## config.mk

```make
export PLATFORM = sky130hd
export DESIGN_NAME = dpcc_fifo
export DESIGN_NICKNAME = d
export VERILOG_FILES = /design/src/hw/rtl/dpcc_fifo.sv
export SDC_FILE = /design/constraint.sdc
export NUM_CORES = 1
export LEC_CHECK = 0
export BUFFER_PORTS_ARGS = -buffer_cell sky130_fd_sc_hd__buf_2
export CORE_AREA = 8 8 45 47
export CTS_CLUSTER_SIZE = 28
export DETAILED_ROUTE_END_ITERATION = 12
export DIE_AREA = 0 0 53 55
export SYNTH_ARGS = -nofsm -noshare
export SYNTH_HDL_FRONTEND = slang
export SYNTH_SLANG_ARGS = --single-unit
```

## constraint.sdc

```tcl
create_clock -name clk_i -period 1.8 [get_ports clk_i]
set_clock_uncertainty 0.15 [all_clocks]
set_input_delay 0.36 -clock clk_i [delete_from_list [all_inputs] [get_ports clk_i]]
set_output_delay 0.36 -clock clk_i [all_outputs]
set_load 0.02 [all_outputs]
```

## src/hw/rtl/dpcc_fifo.sv

```systemverilog
// Small register queue used between the classifier stages.
`default_nettype none

module dpcc_fifo #(
  parameter int WIDTH = 1,
  parameter int DEPTH = 2
) (
  input  logic             clk_i,
  input  logic             rst_ni,
  input  logic             push_i,
  input  logic [WIDTH-1:0] wdata_i,
  output logic             full_o,
  input  logic             pop_i,
  output logic [WIDTH-1:0] rdata_o,
  output logic             empty_o
);

  localparam int PtrW = (DEPTH > 1) ? $clog2(DEPTH) : 1;
  localparam int CntW = $clog2(DEPTH + 1);

  logic [WIDTH-1:0] mem_q [DEPTH];
  logic [PtrW-1:0]  wr_ptr_q, rd_ptr_q;
  logic [CntW-1:0]  count_q;
  logic             do_push, do_pop;

  assign full_o  = (count_q == CntW'(DEPTH));
  assign empty_o = (count_q == '0);
  assign do_push = push_i && !full_o;
  assign do_pop  = pop_i && !empty_o;
  assign rdata_o = mem_q[rd_ptr_q];

  always_ff @(posedge clk_i or negedge rst_ni) begin
    if (!rst_ni) begin
      wr_ptr_q <= '0;
      rd_ptr_q <= '0;
      count_q  <= '0;
    end else begin
      if (do_push) begin
        wr_ptr_q <= (wr_ptr_q == PtrW'(DEPTH - 1)) ? '0 : wr_ptr_q + PtrW'(1);
      end
      if (do_pop) begin
        rd_ptr_q <= (rd_ptr_q == PtrW'(DEPTH - 1)) ? '0 : rd_ptr_q + PtrW'(1);
      end
      if (do_push && !do_pop) begin
        count_q <= count_q + CntW'(1);
      end else if (do_pop && !do_push) begin
        count_q <= count_q - CntW'(1);
      end
    end
  end

  always_ff @(posedge clk_i) begin
    if (do_push) begin
      mem_q[wr_ptr_q] <= wdata_i;
    end
  end

endmodule

`default_nettype wire

```

# --- Word-level counts from Yosys, hierarchy flattened ---
# Memories as Yosys holds them, arrays and structs flattened.
# Index checks and enable logic that the tools add are counted.
classes:
  addsub: 4
  n_eq_ne: 1
  n_mux: 6
  n_reduce_logical: 10
ops:
  columns: ["operator", "n"]
  rows:
  - ["1-bit logical AND", 4]
  - ["1-bit logical NOT", 4]
  - ["1-bit 2-to-1 mux", 4]
  - ["2-bit 2-to-1 mux", 2]
  - ["1-bit adder (second input constant)", 2]
  - ["2-bit by 1-bit adder with 2-bit output (second input constant)", 1]
  - ["2-bit == test (second input constant)", 1]
  - ["2-bit logical NOT", 1]
  - ["2-bit nonzero test", 1]
  - ["2-bit by 1-bit subtractor with 2-bit output (second input constant)", 1]
totals:
  ff_bits: 4
  mem_bits_rw: 2
  memories: 1
mem_list:
  columns: ["name", "words", "word_bits", "rd", "rd_ports_with_merged_regs", "wr", "line_no", "text"]
  rows:
  - ["mem_q", 2, 1, 1, 0, 1, "21", "logic [WIDTH-1:0] mem_q [DEPTH];"]

# --- Depth between registers and ports, before layout ---
depth:
  word_depth: 7
  depth_mapped: 7

# --- Worst setup path before layout ---
# No wires, ideal clock.
synth_timing:
  path_type: "reg2reg"
  startpoint: "register count_q[0]"
  endpoint: "register count_q[1]"
  t_arrival_ns: 1.282
  t_required_ns: 1.571
  slack_ns: 0.289
  path_stages_with_launch: 7
  n_path_buf: 0
  period_less_slack_ns: 1.511
  path_cell_list: "dfrtp_1 > nand2b_1 > nand2_1 > inv_1 > ha_1 > nor2_1 > xor2_1"
synth_via:
  elab_chain_cells: 6
  elab_cells_between_ends: 15
synth_rtl:
  columns: ["item", "line_no", "text"]
  rows:
  - ["from (decl)", "23", "logic [CntW-1:0] count_q;"]
  - ["from (signal assigned)", "45", "count_q <= count_q + CntW'(1);"]
  - ["from (signal assigned)", "47", "count_q <= count_q - CntW'(1);"]
  - ["2-bit == test / 2-bit logical NOT (equally long branches)", "26, 27", null]
  - ["1-bit logical NOT, on equally long branches", "28, 29", null]
  - ["1-bit logical AND, on equally long branches", "28, 29", null]
  - ["1-bit logical NOT, on equally long branches", "46, 44", null]
  - ["1-bit logical AND, on equally long branches", "46, 44", null]
  - ["2-bit nonzero test (no line) / 2-bit 2-to-1 mux (equally long branches)", null, null]
# Several ways; a longest one is shown, not always the timed one. The select of a mux whose other input is x is not followed.
# A chain may end at the register's enable or synchronous reset.

# --- Final worst setup path ---
# Same ends and word-level chain as after synthesis.

==> summary.md <==
| Metric | Value |
|---|---|
| Die span in y | `55 um` |
| Kind of end point of the critical path | `flip-flop` |
| Area of the core | `1380 um^2` |
| Largest area contributor in the netlist | `sky130_fd_sc_hd__dfrtp_1` |
| Clk Tree Root Cell | `sky130_fd_sc_hd__clkbuf_4` |
| Count of flip-flops with a built-in enable after synthesis | `2` |
| Sw Ratio | `0.378` |
| Clock latency reported for the late side of the worst-skew pair | `0.25 ns` |
| Number of iterations in the first detailed-routing pass | `4` |
| Final hold viol count | `0` |
| Post-cts hold buffer count | `1` |
| Number of placed I/O pins | `8` |
| Number of clock sinks | `6` |
| Startpoint class of the critical path | `flip-flop` |
| Static leakage | `0.174 nW` |
| Setup TNS | `0 ns` |
| Result of the run | `finished, final reports clean` |
| Dpl cells | `45` |
| Effective utilization at floorplan | `0.193` |
| Pin count of the biggest net entering global routing | `6` |
| Final weighted congestion in routability-driven placement | `0.729` |
| Overall routed net length | `563 um` |
| Number of instances in the synthesized netlist | `22` |
| Filler cells | `155` |
| Total Nets Final | `41` |
| Number of gates resized after cts | `0` |
| Portion of the post-synthesis area used by sequential elements | `0.598` |
| Final worst path period share | `0.919` |
| Routed WL per cell | `11.3 um` |
| Count of buffers added by post-CTS timing repair for setup | `0` |
| Layout overhead on the synthesized area | `34.1%` |
| Final critical-path setup slack | `0.146 ns` |
| Max frequency | `604 MHz` |
| Critical-path maximum fanout | `5` |
| Global-route wire length before repair | `903 um` |
| Clock tree from TritonCTS | `done` |
| Maxcap violations | `0` |
| Syn_area_per_cell | `12.2 um^2` |
| Endpoints failing setup | `0` |
| Slew of the pin with the lowest slew margin | `0.222 ns` |
| Number of buffers inserted by port buffering | `7` |
| RSZ-0062 raised after global routing | `false` |
| Placed standard-cell area | `323 um^2` |
| Cell internal pwr | `0.411 mW` |
| Max-slew headroom | `0.851` |
| Worst ir drop on vdd | `0.537 mV` |
| Min-delay src | `wdata_i` |
| Clock power share | `0.212` |
| Cell area power density | `1840 nW/um^2` |
| Required time reported for the critical path endpoint | `1.82 ns` |
| CTS buffer count | `3` |
| CTS Buffer Depth | `2` |
| Number of global-route vias before repair | `224` |
| Total via count after detailed routing | `196` |
| Leading cell types by total area after synthesis | `sky130_fd_sc_hd__dfrtp_1, sky130_fd_sc_hd__edfxtp_1, sky130_fd_sc_hd__xnor2_1` |
| Die width | `53 um` |
| Initial antenna violation count | `0` |
| Data arrival, critical path | `1.68 ns` |
| Post-synth net total | `28` |
| Worst-case setup slack after placement | `0.158 ns` |
| Start-to-end type of the worst setup path | `reg2reg` |
| Share of flip-flops with an asynchronous set or reset | `0.667` |
| Most instantiated library cell after synthesis | `sky130_fd_sc_hd__dfrtp_1` |
| H-Tree Depth | `1` |
| Antenna diode instance count | `0` |
| Final Max Tran Viols | `0` |
| Fraction of layout instances using a drive strength above 1 | `0.324` |
| Startpoint of the lowest-slack register-to-register path | `count_q[0]$_DFFE_PN0P_` |
| Die footprint | `2920 um^2` |
| Psw | `0.250 mW` |
| Total routing usage reported by global routing | `0.0466` |
| Post-detailed-route DRC marker count | `0` |
| First DRT Iteration DRCs | `3` |
| Netlist area before placement | `268 um^2` |
| Seq cells post-synth | `6` |
| Most frequent cells after synthesis | `sky130_fd_sc_hd__dfrtp_1, sky130_fd_sc_hd__nor2_1, sky130_fd_sc_hd__xnor2_1` |
| Clock slew at reported path FFs | `0.05 ns` |
| Number of library cell types mapped by synthesis | `12` |
| Design Area, Final | `359 um^2` |
| Total gr overflow | `0` |
| Hold slack | `0.149 ns` |
| Row cnt | `14` |
| Count of antenna-violating nets left after detailed routing | `0` |
| Hold crit path type | `in2reg` |
| Half-perimeter wire length of the detailed placement result | `418 um` |
| Fraction of power consumed by combinational cells | `0.391` |
| Leading register cell type out of synthesis | `sky130_fd_sc_hd__dfrtp_1` |
| Detailed-route vias per instance | `3.92` |
| Worst setup startpoint | `count_q[0]$_DFFE_PN0P_` |
| Yosys Warn Count | `0` |
| Non-Filler Instances | `50` |
| Time the final worst path needs with I/O delays and setup | `1.65 ns` |
| Top-area cell type share of the netlist area | `0.374` |
| Sequential share of power | `0.397` |
==> cells in the final DEF, fill, tap and decap left out <==
| cell | Yosys | routed |
|---|---|---|
| sky130_fd_sc_hd__and3_1 | 1 | 1 |
| sky130_fd_sc_hd__buf_2 | 0 | 7 |
| sky130_fd_sc_hd__clkbuf_1 | 0 | 1 |
| sky130_fd_sc_hd__clkbuf_4 | 0 | 3 |
| sky130_fd_sc_hd__dfrtp_1 | 4 | 4 |
| sky130_fd_sc_hd__dlygate4sd3_1 | 0 | 1 |
| sky130_fd_sc_hd__edfxtp_1 | 2 | 2 |
| sky130_fd_sc_hd__ha_1 | 1 | 1 |
| sky130_fd_sc_hd__inv_1 | 2 | 2 |
| sky130_fd_sc_hd__mux2_2 | 1 | 1 |
| sky130_fd_sc_hd__nand2_1 | 1 | 1 |
| sky130_fd_sc_hd__nand2b_1 | 1 | 1 |
| sky130_fd_sc_hd__nor2_1 | 3 | 3 |
| sky130_fd_sc_hd__o21ai_1 | 1 | 1 |
| sky130_fd_sc_hd__xnor2_1 | 3 | 3 |
| sky130_fd_sc_hd__xor2_1 | 2 | 2 |
==> stage by stage <==
| step | utilization | total power [mW] |
|---|---|---|
| 4_1_cts | 0.259 | 0.672 |
| 5_1_grt | 0.259 | 0.712 |
| 2_1_floorplan | - | 0.448 |
| 6_report | 0.259 | 0.662 |
| 3_5_place_dp | 0.233 | 0.522 |
| 3_3_place_gp | 0.233 | 0.512 |
==> critical path, cell delays in order, from the launching register on <==
cell,delay [ns]
sky130_fd_sc_hd__dfrtp_1,0.44
sky130_fd_sc_hd__nand2b_1,0.21
sky130_fd_sc_hd__nand2_1,0.14
sky130_fd_sc_hd__inv_1,0.06
sky130_fd_sc_hd__ha_1,0.30
sky130_fd_sc_hd__nor2_1,0.14
sky130_fd_sc_hd__xor2_1,0.14
==> state kept, by name, summed over array words and instances (netlist names) <==
name      count
count_q       2
mem_q         2
wr_ptr_q      1
rd_ptr_q      1
==> final timing paths <==
| kind | to | slack [ns] | cells after the start |
|---|---|---|---|
| setup / recovery | count_q[1]$_DFFE_PN0P_ | 0.15 | 6 |
| hold / removal | mem_q[1]$_DFFE_PP_ | 0.15 | 1 |
| setup reg to reg | count_q[1]$_DFFE_PN0P_ | 0.15 | 6 |
| hold reg to reg | rd_ptr_q$_DFFE_PN0P_ | 0.34 | 1 |
| max in group asynchronous | count_q[0]$_DFFE_PN0P_ | 1.09 | 2 |
| min in group asynchronous | wr_ptr_q$_DFFE_PN0N_ | 0.29 | 2 |
==> power groups by stage <==
stage          combinational, mW  clock, mW  sequential [mW]
3_3_place_gp               0.253          0            0.259
4_1_cts                    0.265      0.146            0.261
2_1_floorplan              0.199          0            0.249
3_5_place_dp               0.260          0            0.262
5_1_grt                    0.292      0.152            0.268
6_report                   0.258      0.141            0.263
==> final cells by class <==
type,instances,area (um^2),area share
repair buffers,8,45.0,0.125
clock buffers,4,26.3,0.0732
multi-input cells,14,100,0.279
inverters,2,7.51,0.0209
flip-flops and latches,6,160,0.446
well taps,16,20.0,0.0557
==> metal layers <==
metal	track usage	part of all wire	vias up
li1	-	-	93
met1	0.0399	0.38	90
met2	0.0684	0.46	9
met3	0.0321	0.12	4
met4	0.0517	0.039	0
met5	0	0	-
==> cell families (layout without fill, tap and decap cells) <==
kind of cell,count (synthesis),count (layout),share of synthesized area
compound gates,1,1,0.0187
flops,6,6,0.598
fa+ha+maj,1,1,0.0467
xor+xnor,5,5,0.164
buf+inv,2,14,0.0280
mux,1,1,0.0421
simple gates,6,6,0.103
(Power assumes the default switching activity.)
