===== src/hw/rtl/dpcc_pkg.sv =====
// Shared types, register codes and constants of the depth patch continuity classifier.
`default_nettype none

package dpcc_pkg;

  // Configuration port.
  localparam int CFG_IDX_W  = 2;
  localparam int CFG_DATA_W = 24;

  localparam logic [CFG_IDX_W-1:0] REG_FRAME_WIDTH    = 2'd0;
  localparam logic [CFG_IDX_W-1:0] REG_FRAME_HEIGHT   = 2'd1;
  localparam logic [CFG_IDX_W-1:0] REG_LINE_THRESHOLD = 2'd2;

  // Register widths and reset values.
  localparam int CFG_SIZE_W = 12;
  localparam int THRESH_W   = 24;

  localparam logic [CFG_SIZE_W-1:0] FRAME_WIDTH_RST    = 12'd2048;
  localparam logic [CFG_SIZE_W-1:0] FRAME_HEIGHT_RST   = 12'd2048;
  localparam logic [THRESH_W-1:0]   LINE_THRESHOLD_RST = 24'd410;

  // Image geometry limits.
  localparam int MIN_SIZE     = 4;
  localparam int HEIGHT_LIMIT = 2048;
  localparam int ROW_W        = 11;

  // Result field widths.
  localparam int CELL_W = 10;
  localparam int CONT_W = 8;

  // Defaults of the top-level parameters.
  localparam int DEF_MAX_WIDTH  = 2048;
  localparam int DEF_DEPTH_BITS = 24;

  // Entries of each decoupling queue.
  localparam int QUEUE_DEPTH = 2;

  // How the four taps of one window axis are clamped to the image edge.
  typedef enum logic [1:0] {
    CLAMP_NONE,
    CLAMP_LOW,
    CLAMP_HIGH
  } clamp_e;

  typedef struct packed {
    logic [CELL_W-1:0] cell_x;
    logic [CELL_W-1:0] cell_y;
    logic              frame_last;
  } cell_meta_t;

  typedef struct packed {
    logic [CELL_W-1:0] cell_x;
    logic [CELL_W-1:0] cell_y;
    logic              surface;
    logic [CONT_W-1:0] continuity;
    logic              frame_last;
  } result_t;

  // Maps patch tap k (0..3) to a history column or row under an edge clamp.
  function automatic logic [1:0] clamp_tap(input clamp_e mode, input logic [1:0] k);
    logic [1:0] tap;
    unique case (mode)
      CLAMP_LOW:  tap = (k == 2'd0) ? 2'd1 : k;
      CLAMP_HIGH: tap = (k == 2'd3) ? 2'd3 : k + 2'd1;
      default:    tap = k;
    endcase
    return tap;
  endfunction

endpackage

`default_nettype wire


===== src/hw/rtl/dpcc_back.sv =====
// Back end: second-difference line tests over one 4x4 patch and the surface flag.
`default_nettype none

module dpcc_back #(
  parameter int DEPTH_BITS = dpcc_pkg::DEF_DEPTH_BITS
) (
  input  logic [3:0][3:0][DEPTH_BITS:0]   patch_i,
  input  dpcc_pkg::cell_meta_t            meta_i,
  input  logic [dpcc_pkg::THRESH_W-1:0]   threshold_i,
  output dpcc_pkg::result_t               result_o
);

  import dpcc_pkg::*;

  localparam int SW = DEPTH_BITS + 1;
  localparam int DW = DEPTH_BITS + 3;
  localparam int CW = (DW > THRESH_W) ? DW : THRESH_W;

  // A triple lies on a line if all are infinite, or none is and |a-2b+c| < thr.
  function automatic logic on_line(input logic [SW-1:0] a, input logic [SW-1:0] b,
                                   input logic [SW-1:0] c, input logic [THRESH_W-1:0] thr);
    logic signed [DW-1:0] va, vb, vc, d;
    logic [DW-1:0]        mag;
    logic                 hit;
    va = {{3{a[DEPTH_BITS-1]}}, a[DEPTH_BITS-1:0]};
    vb = {{3{b[DEPTH_BITS-1]}}, b[DEPTH_BITS-1:0]};
    vc = {{3{c[DEPTH_BITS-1]}}, c[DEPTH_BITS-1:0]};
    d   = va - (vb <<< 1) + vc;
    mag = d[DW-1] ? DW'(-d) : DW'(d);
    if (a[SW-1] && b[SW-1] && c[SW-1]) begin
      hit = 1'b1;
    end else if (a[SW-1] || b[SW-1] || c[SW-1]) begin
      hit = 1'b0;
    end else begin
      hit = (CW'(mag) < CW'(thr));
    end
    return hit;
  endfunction

  logic t, r, b, l, tl, tr, bl, br;

  // patch_i[y][x] holds window row y-1 and column x-1 relative to the cell.
  always_comb begin
    t  = on_line(patch_i[3][1], patch_i[2][1], patch_i[1][1], threshold_i) &&
         on_line(patch_i[3][2], patch_i[2][2], patch_i[1][2], threshold_i);
    r  = on_line(patch_i[2][1], patch_i[2][2], patch_i[2][3], threshold_i) &&
         on_line(patch_i[1][1], patch_i[1][2], patch_i[1][3], threshold_i);
    b  = on_line(patch_i[2][1], patch_i[1][1], patch_i[0][1], threshold_i) &&
         on_line(patch_i[2][2], patch_i[1][2], patch_i[0][2], threshold_i);
    l  = on_line(patch_i[2][0], patch_i[2][1], patch_i[2][2], threshold_i) &&
         on_line(patch_i[1][0], patch_i[1][1], patch_i[1][2], threshold_i);
    tl = on_line(patch_i[3][0], patch_i[2][1], patch_i[1][2], threshold_i);
    tr = on_line(patch_i[3][3], patch_i[2][2], patch_i[1][1], threshold_i);
    bl = on_line(patch_i[0][0], patch_i[1][1], patch_i[2][2], threshold_i);
    br = on_line(patch_i[2][1], patch_i[1][2], patch_i[0][3], threshold_i);
  end

  always_comb begin
    result_o.cell_x     = meta_i.cell_x;
    result_o.cell_y     = meta_i.cell_y;
    result_o.surface    = (t && r) || (r && b) || (b && l) || (l && t);
    result_o.continuity = {br, bl, tr, tl, l, b, r, t};
    result_o.frame_last = meta_i.frame_last;
  end

endmodule

`default_nettype wire


===== config.mk =====
export PLATFORM = sky130hd
export DESIGN_NAME = dpcc_back
export DESIGN_NICKNAME = d
export VERILOG_FILES = /design/src/hw/rtl/dpcc_pkg.sv /design/src/hw/rtl/dpcc_back.sv
export SDC_FILE = /design/constraint.sdc
export NUM_CORES = 2
export LEC_CHECK = 0
export BUFFER_PORTS_ARGS = -buffer_cell sky130_fd_sc_hd__buf_4
export CAP_MARGIN = 10
export CORE_MARGIN = 5
export CORE_UTILIZATION = 54
export DETAILED_ROUTE_END_ITERATION = 8
export GPL_TIMING_DRIVEN = 1
export PLACE_DENSITY = 0.75
export SLEW_MARGIN = 20
export SYNTH_ARGS = -nofsm -noshare
export SYNTH_HDL_FRONTEND = slang
export SYNTH_SLANG_ARGS = --single-unit

===== constraint.sdc =====
create_clock -name vclk -period 10.4
set_input_delay 2.08 -clock vclk [all_inputs]
set_output_delay 2.08 -clock vclk [all_outputs]
set_load 0.01 [all_outputs]

Word-level counts from Yosys, hierarchy flattened
Cells that the tools add are included.
{ "totals": {"reg_bits": 0, "input_bits": 445} }
{ "op_classes": {"n_addsub": 36, "magnitude_cmp": 12, "reduce_logical": 59, "mux": 36} }
{ "ops": {"columns": ["operator", "count"], "rows": [
  ["26-bit by 24-bit adder with 27-bit output", 12],
  ["27-bit by 24-bit less-than comparator with 1-bit output", 12],
  ["27-bit two-way mux", 12],
  ["27-bit negator", 12],
  ["24-bit by 25-bit subtractor with 26-bit output", 12],
  ["1-bit logical AND", 32],
  ["1-bit logical OR", 27],
  ["1-bit two-way mux", 24]
]} }

Depth between registers and ports, before layout
{ "depth": {"ltp_word": 12, "depth_mapped": 32} }

Least setup slack after synthesis
Ideal clock, no wire load.
{ "synth_path": {"path_kind": "input to output", "from": "in patch_i[27] in the netlist's numbering", "to": "out result_o[9] in the netlist's numbering", "arrival_ns": 7.588, "t_required_ns": 8.320, "slack_ns": 0.732, "path_buffers": 1, "cell_stages": 27, "path_cell_list": "inv_1 fa_1 inv_1 ha_1 nor2b_4 o31a_1 o211ai_1 a211o_1 a31oi_1 and4_1 o41ai_1 clkbuf_1 nand2_1 xor2_1 ha_1 nor2b_1 o21ai_0 nand2b_1 a21oi_1 nor2b_1 o21ai_0 a211oi_1 or4_1 a211oi_1 nand4b_1 a32oi_1 o22a_1"} }
{ "synth_lines": {"columns": ["item", "line", "text"], "rows": [
  ["start: declaration", "dpcc_back.sv:7", "input logic [3:0][3:0][DEPTH_BITS:0] patch_i,"],
  ["end: declaration", "dpcc_back.sv:10", "output dpcc_pkg::result_t result_o"]
]} }

==> impl_metrics.csv <==
group,metric,value,unit
worst_hold_path,hold_path_class,"in -> out",
global_route,overflow,0,
setup_path,cp_slowest_cell,"fa_1",
power_and_ir_drop,total_power,7.944,mW
global_route,grt_antenna_before_repair,5,
synth,synthMostInstantiatedCell,"inv_1",
placed_design,io_buffers,433,
detailed_routing,wl,167600,um
synth,synth_area_leaders,"ha_1 (20%), fa_1 (15%), inv_1 (10%)",
cells_and_area,fin_cells,7035,
run_status,status,"complete, but fails checks",
global_route,grt_max_degree,18,
setup_path,slowest_delay,0.46,ns
setup_path,cp_common_cell,"buf_4",
sta,hold_viol,0,
sta,finalSetupTns,-0.01674,ns
global_route,use_met2,0.5704,
global_route,grt-busiest-layer,"met2",
floorplanning,die_y,276.9,um
sta,tightestPinTransition,1.113,ns
global_route,grt_util_met3,0.09594,
worst_hold_path,min_to,"result_o[16]",
cells_and_area,drive_above_1_share,0.2008,
setup_path,arrival,8.34,ns
sta,whs,4.160,ns
synth,avgSynthCellArea,7.258,um^2
synth,seq_area_frac_synth,0,
run,drv_cap,0,
setup_path,endpoint_kind,"primary output",
detailed_routing,first_pass_iters,6,
detailed_routing,vias,42650,
placed_design,placed_area,45590,um^2
run_status,violations,"negative setup slack",
cells_and_area,num-nets-final,7427,
power_and_ir_drop,ir_worst_vdd,0.00007158,V
floorplanning,ioPinCount,475,
cells_and_area,n_clock_buffer,0,
sta,fin_crit,10.42,ns
placed_design,dp_hpwl,143200,um
synth,yosys_warnings,0,
sta,fmax,96.00,MHz
setup_path,required,8.32,ns
global_route,grt_pass1_vias,38140,
clock_tree,postCtsHoldBufs,0,
detailed_routing,drt_iter0_drc,5610,
cells_and_area,fin_area,47500,um^2
setup_path,critPathMaxFanout,7,
setup_path,cp.buffers_inverters,8,
floorplanning,start_util,0.5467,
global_route,grt_usage,0.4022,
sta,relSlewSlack,0.2570,
synth,synth_top_area_cell,"ha_1",
sta,rsz0062_at_grt,"true",
global_route,use_met1,0.5663,
floorplanning,dieArea,76700,um^2
sta,period_share,1.002,
setup_path,start_kind,"input port",
worst_hold_path,hold_start,"meta_i[7]",
detailed_routing,wl_per_cell,23.83,um
cells_and_area,area_delta_synth_final,23.45,%
sta,fin_ws,-0.01674,ns
global_route,grt_pass1_wl,237700,um
setup_path,critical_path_class,"in -> out",
synth,ys_types,104,
cells_and_area,seq_area,0,um^2
power_and_ir_drop,powerDensity,167.2,nW/um^2
setup_path,critPathTopFamily,"compound AO/OA/AOI/OAI gates",
placed_design,placedCellCount,6969,
detailed_routing,vias_per_cell,6.063,
floorplanning,fp.dieW,276.9,um
cells_and_area,seq_cells,0,
floorplanning,core_area,70390,um^2
synth,synth_area,38480,um^2
detailed_routing,drc_errors,0,
floorplanning,rows,97,
synth,synthesis.nets,6635,
synth,postSynthCellCount,5302,
sta,setup_violations,1,
power_and_ir_drop,leakage,24.68,nW
synth,synth_common_cells,"inv_1 (1,062), ha_1 (600), a21oi_1 (398)",
synth,synth_top_cell_area_share,0.1951,
detailed_routing,ant_nets,0,
worst_hold_path,min_path_cells,0,
placed_design,place_congestion,1.061,
sta,slew_viol_final,0,
-- per-layer routing --
layer	part of all wire	routed length [um]
met5	0.00013	21
met4	0.073	12170
met3	0.13	22360
met2	0.39	65480
met1	0.40	67590
-- stage by stage --
| stage | utilization | setup WS, ns |
|---|---|---|
| 5_1_grt | 0.6747 | -0.1079 |
| 3_5_place_dp | 0.6476 | -0.9322 |
| 6_report | 0.6748 | -0.01674 |
| 2_1_floorplan | - | 0.7317 |
| 4_1_cts | 0.6497 | -0.02992 |
| 3_3_place_gp | 0.6476 | -1.019 |
-- layout by cell type (no fill, tap or decap), types with 15 or more instances in the layout --
cell / instances
or3_1: 39
a31oi_1: 57
nor2_1: 281
nand3_1: 107
nor3_1: 81
xnor2_1: 294
a211oi_1: 30
clkinvlp_4: 17
and2_1: 27
nand2b_1: 81
inv_1: 1040
xor2_1: 190
nand4_1: 67
a21oi_1: 369
or2_2: 27
o21a_1: 72
buf_6: 16
o21bai_1: 25
and3_1: 60
o21ai_0: 212
nor2b_1: 83
nand3b_1: 15
ha_1: 583
a21oi_2: 26
o31a_1: 21
o211ai_1: 31
o21ai_1: 30
nand2_1: 275
buf_4: 895
nor3b_1: 15
o31ai_1: 39
fa_1: 287
nor4_1: 38
a21o_1: 181
-- how the worst max path moves through the flow --
stage / start / endpoint / slack (ns) / depth (start not counted)
after global routing: patch_i[226] / result_o[9] / -0.11 / 33
final: patch_i[226] / result_o[9] / -0.02 / 33
after global placement: patch_i[259] / result_o[9] / -1.02 / 29
after CTS: patch_i[127] / result_o[9] / -0.03 / 32
after floorplan: patch_i[27] / result_o[9] / 0.73 / 27
after detailed placement: patch_i[252] / result_o[9] / -0.93 / 29
-- power by group --
group | switching, mW | total, mW | leakage, nW | internal [mW]
sequential | 0 | 0 | 0 | 0
combinational | 4.53 | 7.94 | 24.7 | 3.42
clock | 0 | 0.00000000261 | 0.0000190 | 0.00000000259
total | 4.53 | 7.94 | 24.7 | 3.42
-- kinds of logic after synthesis --
family / after synthesis / synth area share
AOI/OAI and AO/OA: 1382 / 0.2387
xor gates and xnor gates: 490 / 0.1115
adders and majority gates: 888 / 0.3449
buffers and inverters: 1192 / 0.1193
muxes: 21 / 0.005657
and+or+nand+nor: 1329 / 0.1798
-- final cells by class --
cell class / instances / area (um^2)
Multi-Input combinational cell: 4111 / 35210
Fill cell: 6318 / 22890
Timing Repair Buffer: 919 / 7059
Inverter: 1062 / 4053
Tap cell: 940 / 1176
Antenna cell: 3 / 7.507
-- what timing repair did --
action,CTS,global route
gates cloned,0,1
setup buffers,2,60
setup endpoints to repair,7,9
resized for setup,28,289
pin swaps,2,121
(Power assumes the default switching activity.)
